===== config.mk =====
export PLATFORM = sky130hd
export DESIGN_NAME = yuv422_box_reticle_overlay_unit
export DESIGN_NICKNAME = d
export VERILOG_FILES = /design/src/yrbo_pkg.sv /design/src/yrbo_cfg.sv /design/src/yrbo_pipe.sv /design/src/yuv422_box_reticle_overlay_unit.sv
export SDC_FILE = /design/constraint.sdc
export NUM_CORES = 2
export LEC_CHECK = 0
export BUFFER_PORTS_ARGS = -buffer_cell sky130_fd_sc_hd__buf_2
export CORE_ASPECT_RATIO = 0.9
export CORE_UTILIZATION = 59
export CTS_CLUSTER_DIAMETER = 30
export DETAILED_ROUTE_END_ITERATION = 7
export PLACE_DENSITY = 0.83
export RECOVER_POWER = 50
export SLEW_MARGIN = 20
export SYNTH_ARGS = -nofsm -noshare
export SYNTH_HDL_FRONTEND = slang
export SYNTH_SLANG_ARGS = --single-unit

===== constraint.sdc =====
create_clock -name clk -period 7.8 [get_ports clk]
set_clock_uncertainty 0.1 [all_clocks]
set_input_delay 0.39 -clock clk [delete_from_list [all_inputs] [get_ports clk]]
set_output_delay 0.39 -clock clk [all_outputs]
set_load 0.02 [all_outputs]

===== src/yrbo_pkg.sv =====
// shared types, constants and the blend function of the uyvy box reticle overlay
// no dependencies
package yrbo_pkg;

  localparam int MAX_WIDTH  = 4096;
  localparam int MAX_HEIGHT = 4096;

  // geometry math width, covers 13-bit registers and frame sizes up to 8192
  localparam int GEO_W = 14;

  localparam int CFG_IDX_W  = 3;
  localparam int CFG_DATA_W = 24;

  localparam logic [CFG_IDX_W-1:0] REG_CENTER_X     = 3'd0;
  localparam logic [CFG_IDX_W-1:0] REG_CENTER_Y     = 3'd1;
  localparam logic [CFG_IDX_W-1:0] REG_HALF_WIDTH   = 3'd2;
  localparam logic [CFG_IDX_W-1:0] REG_HALF_HEIGHT  = 3'd3;
  localparam logic [CFG_IDX_W-1:0] REG_FRAME_WIDTH  = 3'd4;
  localparam logic [CFG_IDX_W-1:0] REG_FRAME_HEIGHT = 3'd5;
  localparam logic [CFG_IDX_W-1:0] REG_COLOR_RGB    = 3'd6;
  localparam logic [CFG_IDX_W-1:0] REG_OPACITY      = 3'd7;

  localparam logic [8:0] OPAQUE = 9'd256;

  // bt.601 rgb to yuv in 8-bit fixed point
  localparam logic signed [18:0] K_YR = 19'sd66;
  localparam logic signed [18:0] K_YG = 19'sd129;
  localparam logic signed [18:0] K_YB = 19'sd25;
  localparam logic signed [18:0] K_UR = -19'sd38;
  localparam logic signed [18:0] K_UG = -19'sd74;
  localparam logic signed [18:0] K_UB = 19'sd112;
  localparam logic signed [18:0] K_VR = 19'sd112;
  localparam logic signed [18:0] K_VG = -19'sd94;
  localparam logic signed [18:0] K_VB = -19'sd18;
  localparam logic signed [18:0] K_ROUND = 19'sd128;
  localparam logic [7:0] Y_BIAS = 8'd16;
  localparam logic [7:0] C_OFFSET = 8'd128;

  typedef struct packed {
    logic [GEO_W-1:0] lo_x;
    logic [GEO_W-1:0] hi_x;
    logic [GEO_W-1:0] lo_y;
    logic [GEO_W-1:0] hi_y;
    logic [7:0]       luma;
    logic [7:0]       cb;
    logic [7:0]       cr;
    logic [8:0]       op;
  } ovl_params_t;

  typedef struct packed {
    logic [11:0] col;
    logic [11:0] lin;
    logic [7:0]  u;
    logic [7:0]  y0;
    logic [7:0]  v;
    logic [7:0]  y1;
  } pix_t;

  function automatic logic [7:0] blend(input logic [8:0] op, input logic [7:0] c,
                                       input logic [7:0] px);
    logic [16:0] acc;
    acc = 17'(op) * 17'(c) + 17'(OPAQUE - op) * 17'(px);
    return acc[15:8];
  endfunction

endpackage


===== src/yrbo_cfg.sv =====
// configuration registers and the derived box bounds and yuv colour
// depends on yrbo_pkg
module yrbo_cfg (
  input  logic                             clk,
  input  logic                             rst,
  input  logic                             cfg_valid,
  output logic                             cfg_ready,
  input  logic [yrbo_pkg::CFG_IDX_W-1:0]   cfg_index,
  input  logic [yrbo_pkg::CFG_DATA_W-1:0]  cfg_data,
  output yrbo_pkg::ovl_params_t            params
);
  import yrbo_pkg::*;

  logic [11:0] center_x, center_y, half_width, half_height;
  logic [12:0] frame_width, frame_height;
  logic [23:0] color_rgb;
  logic [8:0]  opacity;

  assign cfg_ready = 1'b1;

  always_ff @(posedge clk) begin
    if (rst) begin
      center_x     <= 12'd320;
      center_y     <= 12'd240;
      half_width   <= 12'd5;
      half_height  <= 12'd5;
      frame_width  <= 13'd640;
      frame_height <= 13'd480;
      color_rgb    <= 24'h00FF00;
      opacity      <= 9'd256;
    end else if (cfg_valid) begin
      unique case (cfg_index)
        REG_CENTER_X:     center_x     <= cfg_data[11:0];
        REG_CENTER_Y:     center_y     <= cfg_data[11:0];
        REG_HALF_WIDTH:   half_width   <= cfg_data[11:0];
        REG_HALF_HEIGHT:  half_height  <= cfg_data[11:0];
        REG_FRAME_WIDTH:  frame_width  <= cfg_data[12:0];
        REG_FRAME_HEIGHT: frame_height <= cfg_data[12:0];
        REG_COLOR_RGB:    color_rgb    <= cfg_data[23:0];
        REG_OPACITY:      opacity      <= cfg_data[8:0];
      endcase
    end
  end

  // first stage: saturated frame, limited half sizes, colour sums, clamped opacity
  logic [GEO_W-1:0] fw_next, fh_next, hw_next, hh_next;
  logic [GEO_W-1:0] fw_ext, fh_ext, hwid_ext, hhgt_ext;
  logic signed [18:0] rr, gg, bb;
  logic signed [18:0] sum_y_next, sum_u_next, sum_v_next;
  logic [8:0] op_next;

  always_comb begin
    fw_ext   = GEO_W'(frame_width);
    fh_ext   = GEO_W'(frame_height);
    hwid_ext = GEO_W'(half_width);
    hhgt_ext = GEO_W'(half_height);
    if (fw_ext < GEO_W'(2))              fw_next = GEO_W'(2);
    else if (fw_ext > GEO_W'(MAX_WIDTH)) fw_next = GEO_W'(MAX_WIDTH);
    else                                 fw_next = fw_ext;
    if (fh_ext < GEO_W'(1))               fh_next = GEO_W'(1);
    else if (fh_ext > GEO_W'(MAX_HEIGHT)) fh_next = GEO_W'(MAX_HEIGHT);
    else                                  fh_next = fh_ext;
    hw_next = (hwid_ext > (fw_next >> 1)) ? (fw_next >> 1) : hwid_ext;
    hh_next = (hhgt_ext > (fh_next >> 1)) ? (fh_next >> 1) : hhgt_ext;
    rr = $signed({11'd0, color_rgb[23:16]});
    gg = $signed({11'd0, color_rgb[15:8]});
    bb = $signed({11'd0, color_rgb[7:0]});
    sum_y_next = K_YR * rr + K_YG * gg + K_YB * bb;
    sum_u_next = K_UR * rr + K_UG * gg + K_UB * bb;
    sum_v_next = K_VR * rr + K_VG * gg + K_VB * bb;
    op_next = (opacity > OPAQUE) ? OPAQUE : opacity;
  end

  logic [GEO_W-1:0] fw, fh, hw, hh;
  logic signed [18:0] sum_y, sum_u, sum_v;
  logic [8:0] op1;

  always_ff @(posedge clk) begin
    fw    <= fw_next;
    fh    <= fh_next;
    hw    <= hw_next;
    hh    <= hh_next;
    sum_y <= sum_y_next;
    sum_u <= sum_u_next;
    sum_v <= sum_v_next;
    op1   <= op_next;
  end

  // second stage: clamp centre, round down to even, finish the colour
  logic [GEO_W-1:0] cx_ext, cy_ext, cx_c, cy_c;
  logic [GEO_W-1:0] cx_even_next, hw_even_next;
  logic signed [18:0] t_y, t_u, t_v;
  logic [7:0] luma_next, cb_next, cr_next;

  always_comb begin
    cx_ext = GEO_W'(center_x);
    cy_ext = GEO_W'(center_y);
    if (cx_ext < hw)           cx_c = hw;
    else if (cx_ext > fw - hw) cx_c = fw - hw;
    else                       cx_c = cx_ext;
    if (cy_ext < hh)           cy_c = hh;
    else if (cy_ext > fh - hh) cy_c = fh - hh;
    else                       cy_c = cy_ext;
    cx_even_next = {cx_c[GEO_W-1:1], 1'b0};
    hw_even_next = {hw[GEO_W-1:1], 1'b0};
    // floor shift of the rounded sum, offset wraps into the byte
    t_y = (sum_y + K_ROUND) >>> 8;
    t_u = (sum_u + K_ROUND) >>> 8;
    t_v = (sum_v + K_ROUND) >>> 8;
    luma_next = t_y[7:0] + Y_BIAS;
    cb_next   = t_u[7:0] + C_OFFSET;
    cr_next   = t_v[7:0] + C_OFFSET;
  end

  logic [GEO_W-1:0] cx_even, hw_even, cy_cl, hh2;
  logic [7:0] luma2, cb2, cr2;
  logic [8:0] op2;

  always_ff @(posedge clk) begin
    cx_even <= cx_even_next;
    hw_even <= hw_even_next;
    cy_cl   <= cy_c;
    hh2     <= hh;
    luma2   <= luma_next;
    cb2     <= cb_next;
    cr2     <= cr_next;
    op2     <= op1;
  end

  // third stage: box edges
  always_ff @(posedge clk) begin
    params.lo_x <= cx_even - hw_even;
    params.hi_x <= cx_even + hw_even;
    params.lo_y <= cy_cl - hh2;
    params.hi_y <= cy_cl + hh2;
    params.luma <= luma2;
    params.cb   <= cb2;
    params.cr   <= cr2;
    params.op   <= op2;
  end

endmodule


===== src/yrbo_pipe.sv =====
// pixel pair pipeline: box test and alpha blend over five register stages
// depends on yrbo_pkg; bounds come from yrbo_cfg aligned with stage three
module yrbo_pipe (
  input  logic                  clk,
  input  logic                  rst,
  input  logic                  in_valid,
  output logic                  in_ready,
  input  logic [11:0]           column,
  input  logic [11:0]           line,
  input  logic [7:0]            u_in,
  input  logic [7:0]            y0_in,
  input  logic [7:0]            v_in,
  input  logic [7:0]            y1_in,
  output logic                  out_valid,
  input  logic                  out_ready,
  output logic [7:0]            u_out,
  output logic [7:0]            y0_out,
  output logic [7:0]            v_out,
  output logic [7:0]            y1_out,
  output logic                  inside_box,
  input  yrbo_pkg::ovl_params_t params
);
  import yrbo_pkg::*;

  logic en;
  logic v1, v2, v3, v4, v5;
  pix_t s1, s2, s3, s4;
  logic in4;
  logic [GEO_W-1:0] col3, lin3;
  logic inside3;

  // whole pipeline advances together; the output register frees up when its result is taken
  assign en       = !v5 || out_ready;
  assign in_ready = en && !rst;

  always_ff @(posedge clk) begin
    if (rst) begin
      v1 <= 1'b0;
      v2 <= 1'b0;
      v3 <= 1'b0;
      v4 <= 1'b0;
      v5 <= 1'b0;
    end else if (en) begin
      v1 <= in_valid;
      v2 <= v1;
      v3 <= v2;
      v4 <= v3;
      v5 <= v4;
    end
  end

  always_comb begin
    col3 = GEO_W'({s3.col[11:1], 1'b0});
    lin3 = GEO_W'(s3.lin);
    inside3 = (col3 >= params.lo_x) && (col3 < params.hi_x) &&
              (lin3 >= params.lo_y) && (lin3 < params.hi_y);
  end

  always_ff @(posedge clk) begin
    if (en) begin
      s1 <= '{col: column, lin: line, u: u_in, y0: y0_in, v: v_in, y1: y1_in};
      s2 <= s1;
      s3 <= s2;
      s4 <= s3;
      in4 <= inside3;
      inside_box <= in4;
      u_out  <= in4 ? blend(params.op, params.cb, s4.u)    : s4.u;
      y0_out <= in4 ? blend(params.op, params.luma, s4.y0) : s4.y0;
      v_out  <= in4 ? blend(params.op, params.cr, s4.v)    : s4.v;
      y1_out <= in4 ? blend(params.op, params.luma, s4.y1) : s4.y1;
    end
  end

  assign out_valid = v5;

endmodule


===== src/yuv422_box_reticle_overlay_unit.sv =====
// a taken request passes through registers s1, s2, s3 and s4 of yrbo_pipe into the output register
// throughput: one pixel pair per cycle; a stall at the output holds every stage
// config writes are taken every cycle; derived bounds follow through the registered stages of yrbo_cfg
// reset clears all valid bits and loads the register defaults
// top level of the uyvy box reticle overlay
// depends on yrbo_pkg, yrbo_cfg and yrbo_pipe
module yuv422_box_reticle_overlay_unit (
  input  logic                             clk,
  input  logic                             rst,
  input  logic                             in_valid,
  output logic                             in_ready,
  input  logic [11:0]                      column,
  input  logic [11:0]                      line,
  input  logic [7:0]                       u_in,
  input  logic [7:0]                       y0_in,
  input  logic [7:0]                       v_in,
  input  logic [7:0]                       y1_in,
  output logic                             out_valid,
  input  logic                             out_ready,
  output logic [7:0]                       u_out,
  output logic [7:0]                       y0_out,
  output logic [7:0]                       v_out,
  output logic [7:0]                       y1_out,
  output logic                             inside_box,
  input  logic                             cfg_valid,
  output logic                             cfg_ready,
  input  logic [yrbo_pkg::CFG_IDX_W-1:0]   cfg_index,
  input  logic [yrbo_pkg::CFG_DATA_W-1:0]  cfg_data
);
  import yrbo_pkg::*;

  ovl_params_t params;

  yrbo_cfg u_cfg (
    .clk       (clk),
    .rst       (rst),
    .cfg_valid (cfg_valid),
    .cfg_ready (cfg_ready),
    .cfg_index (cfg_index),
    .cfg_data  (cfg_data),
    .params    (params)
  );

  yrbo_pipe u_pipe (
    .clk        (clk),
    .rst        (rst),
    .in_valid   (in_valid),
    .in_ready   (in_ready),
    .column     (column),
    .line       (line),
    .u_in       (u_in),
    .y0_in      (y0_in),
    .v_in       (v_in),
    .y1_in      (y1_in),
    .out_valid  (out_valid),
    .out_ready  (out_ready),
    .u_out      (u_out),
    .y0_out     (y0_out),
    .v_out      (v_out),
    .y1_out     (y1_out),
    .inside_box (inside_box),
    .params     (params)
  );

endmodule


==> results.py <==
metrics = {
    "run_status": {
        "status": "finished with violations",
        "violations": "max-capacitance violations, max-slew violations, negative setup slack",
    },
    "synth": {
        "syn_area_mm2": 0.0493,
        "yosysTopAreaCellShare_pct": 21.7,
        "synth_most_common_cell": "inv_1",
        "synthCells": 4945,
        "yosys-top-cells-count": "inv_1 (911), ha_1 (630), fa_1 (534)",
        "synth_area_leaders": "fa_1 (22%), ha_1 (16%), dfxtp_1 (15%), edfxtp_1 (14%), inv_1 (6.9%)",
        "ys_seq_area_share_pct": 28.9,
        "yosys_warnings": 0,
        "synth_ff_type": "dfxtp_1",
        "syn_avg_cell_area_um2": 9.98,
        "yosysUniqueCellTypes": 72,
        "synth_edf_count": 231,
        "yosys.area.top_type": "fa_1",
        "async_flop_share_pct": 0,
        "synth-seq-cells": 597,
    },
    "grt": {
        "grt_pass1_wl_um": 183000,
        "antenna_found_initial": 5,
        "grt-ovfl-total": 0,
        "track_usage_pct": 26.9,
        "grt_pass1_vias": 37000,
        "grt_max_degree": 132,
    },
    "clock_tree": {
        "clk_pin_slew_ns": 0.06,
        "cts.sinks": 597,
        "cts-root-buf": "clkbuf_16",
        "cts_htree_levels": 3,
        "clockBufferDepth": 3,
        "cts-buffers-inserted": 106,
        "cts_tree": "yes",
        "clk-insertion-delay-late_ns": 0.72,
    },
    "routing": {
        "vias_per_cell": 5.43,
        "drc_errors": 0,
        "wl_met2_um": 56300,
        "wl_um": 113000,
        "wl_met3_um": 7120,
        "via_count": 35000,
        "drtIter0Drc": 2239,
        "ant_nets": 0,
        "routed.top_layer": "met5",
        "detail_route.wl_per_cell_um": 17.6,
        "routedLengthMet1_um": 45600,
        "dr.pass1.iters": 6,
    },
    "setup_path": {
        "crit_type": "reg2reg",
        "cp.arrival_ns": 8.25,
        "critPathSlowestCell": "fa_1",
        "max_stage_delay_ns": 0.60,
        "rr_startpoint": "u_cfg.params[27]$_DFF_P_",
        "r2r_setup_slack_ns": -0.16,
        "required_ns": 8.08,
        "cp-start-kind": "flip-flop",
        "reg2reg_to": "u_pipe.y1_out[5]$_DFFE_PN_",
        "crit_fanout": 5,
        "crit_path_frequent_cell": "fa_1",
        "reg2reg_depth": 30,
        "critPathCaptureType": "flip-flop",
    },
    "worst_hold_path": {
        "min_from": "out_ready",
        "hold_class": "in2reg",
        "hold_end": "u_pipe.out_valid$_SDFFE_PP0N_",
        "holdPathStages": 4,
    },
    "pwr": {
        "power.density_mw_per_mm2": 233,
        "ir_drop_v": 0.000237,
        "finalPower_w": 0.0133,
        "power_leakage_nw": 26.8,
    },
    "die": {
        "fp.dieW_um": 307,
        "start_util_pct": 59.7,
        "die_y_um": 276,
        "core-area_mm2": 0.0827,
        "rows": 100,
        "dieArea_mm2": 0.0848,
        "io_pins": 124,
    },
    "sta": {
        "rsz0062_at_grt": "true",
        "setup_viol": 5,
        "worst_pin_slew_ns": 3.16,
        "hold_violations": 0,
        "layout_setup_ws_ns": -0.163,
        "relSlewSlack_pct": -111,
        "finalCriticalPeriod_ns": 7.96,
        "maxSlewViolCount": 116,
        "clock.fmax_mhz": 126,
        "finalCritPeriodShare_pct": 102,
    },
    "layout": {
        "area_growth_pct": 15.6,
        "final_layout_size_suffix_gt1_share_pct": 11.4,
        "n_antenna_cell": 0,
        "final_nets": 6477,
    },
    "placed_design": {
        "port_buffers": 121,
        "gp_congestion": 0.918,
        "dp_slack_ns": -0.199,
        "dpl.hpwl_um": 82800,
    },
    "flow_run": {
        "maxCapViolations": 2,
    },
}
[placed cells by master, fill, tap and decap left out, types with 44 or more instances in the layout]
cell and count:
a21o_1 51, a21oi_1 211, and2_1 281, buf_2 115, buf_4 123, clkbuf_16 108, dfxtp_1 356, dlygate4sd3_1 80
edfxtp_1 231, fa_1 527, ha_1 613, inv_1 897, mux2_2 48, nand2_1 528, nand3_1 44, nor2_1 139
nor2b_1 48, nor3_1 45, o21ai_0 87, xnor2_1 176, xor2_1 65
[layer usage]
metal / vias up / track usage [%]
met3: 327 / 5.40
met4: 10 / 10.2
li1: 16300 / -
met1: 17300 / 32.9
met2: 1062 / 46.5
met5: - / 0
[stage by stage]
stage          hold slack, ns  util, %  cells  TNS [ns]  area, µm²
2_1_floorplan           0.210        -   4948         0      49400
3_3_place_gp            0.210     62.5   6137    -0.370      51700
3_5_place_dp            0.212     62.5   6138    -0.836      51700
4_1_cts                0.0146     68.4   6425    -0.129      56500
5_1_grt                 0.146     68.9   6441     -1.98      57000
6_report                0.112     68.9   6441    -0.442      57000
[cell type report]
type / count / area [µm²]
Clock buffer: 119 / 2770
Clock inverter: 83 / 1050
Fill cell: 5699 / 25700
Inverter: 912 / 3430
Multi-Input combinational cell: 3276 / 31700
Sequential cell: 597 / 14300
Tap cell: 1122 / 1400
Timing Repair Buffer: 332 / 2410
[flip-flops by register name, summed over array words and instances, names as in the netlist, 14 cells and up]
| name | count |
|---|---|
| u_cfg.params | 85 |
| u_pipe.s1 | 55 |
| u_pipe.s2 | 55 |
| u_pipe.s3 | 32 |
| u_pipe.s4 | 32 |
| u_cfg.color_rgb | 24 |
| u_cfg.cy_cl | 14 |
[report_power, final]
part	internal (W)	switching (W)	total (W)
clock network	0.00301	0.00180	0.00481
registers	0.00375	0.000406	0.00416
logic	0.00196	0.00235	0.00430
total	0.00872	0.00455	0.0133
[what timing repair did]
action | 4_1_cts | 5_1_grt
hold buffers | 80 | 0
setup endpoints to repair | 7 | 14
gates resized for setup | 36 | 81
buffers inserted | 5 | 16
endpoints found under the hold margin | 143 | 0
pin swaps | 39 | 105
[critical path, delay by kind of cell (launching register included)]
kind / cells / cell delay, ns
adders and majority gates: 10 / 4.63
AOI/OAI and AO/OA: 5 / 0.96
buffers and inverters: 7 / 0.53
and+or+nand+nor: 5 / 0.46
DFF: 1 / 0.39
xor gates and xnor gates: 2 / 0.31
muxes: 1 / 0.26
[worst max path at each step]
stage                                   from                          to  slack (ns)  cells past startpoint
global placement     u_cfg.params[1]$_DFF_P_  u_pipe.y0_out[7]$_DFFE_PN_        -0.1                     29
CTS                 u_cfg.params[29]$_DFF_P_  u_pipe.y0_out[7]$_DFFE_PN_       -0.04                     29
floorplan            u_cfg.params[2]$_DFF_P_  u_pipe.y0_out[7]$_DFFE_PN_       0.006                     31
finish              u_cfg.params[27]$_DFF_P_  u_pipe.y1_out[5]$_DFFE_PN_       -0.16                     30
global route        u_cfg.params[27]$_DFF_P_  u_pipe.y1_out[7]$_DFFE_PN_       -0.39                     30
detailed placement   u_cfg.params[1]$_DFF_P_  u_pipe.y1_out[7]$_DFFE_PN_       -0.20                     30
[cell families (layout without fill, tap and decap cells)]
| kind of cell | count (synthesis) | count (layout) | synth area share [%] |
|---|---|---|---|
| adders and majority gates | 1165 | 1165 | 37.7 |
| DFF | 597 | 597 | 28.9 |
| and+or+nand+nor | 1230 | 1230 | 12.1 |
| AOI/OAI and AO/OA | 548 | 548 | 6.95 |
| xor gates and xnor gates | 257 | 257 | 4.59 |
| buffers and inverters | 1075 | 1446 | 8.23 |
| other | 2 | 5 | 0.0152 |
| muxes | 71 | 71 | 1.56 |
Note: power is estimated with default switching activity, not from simulation.
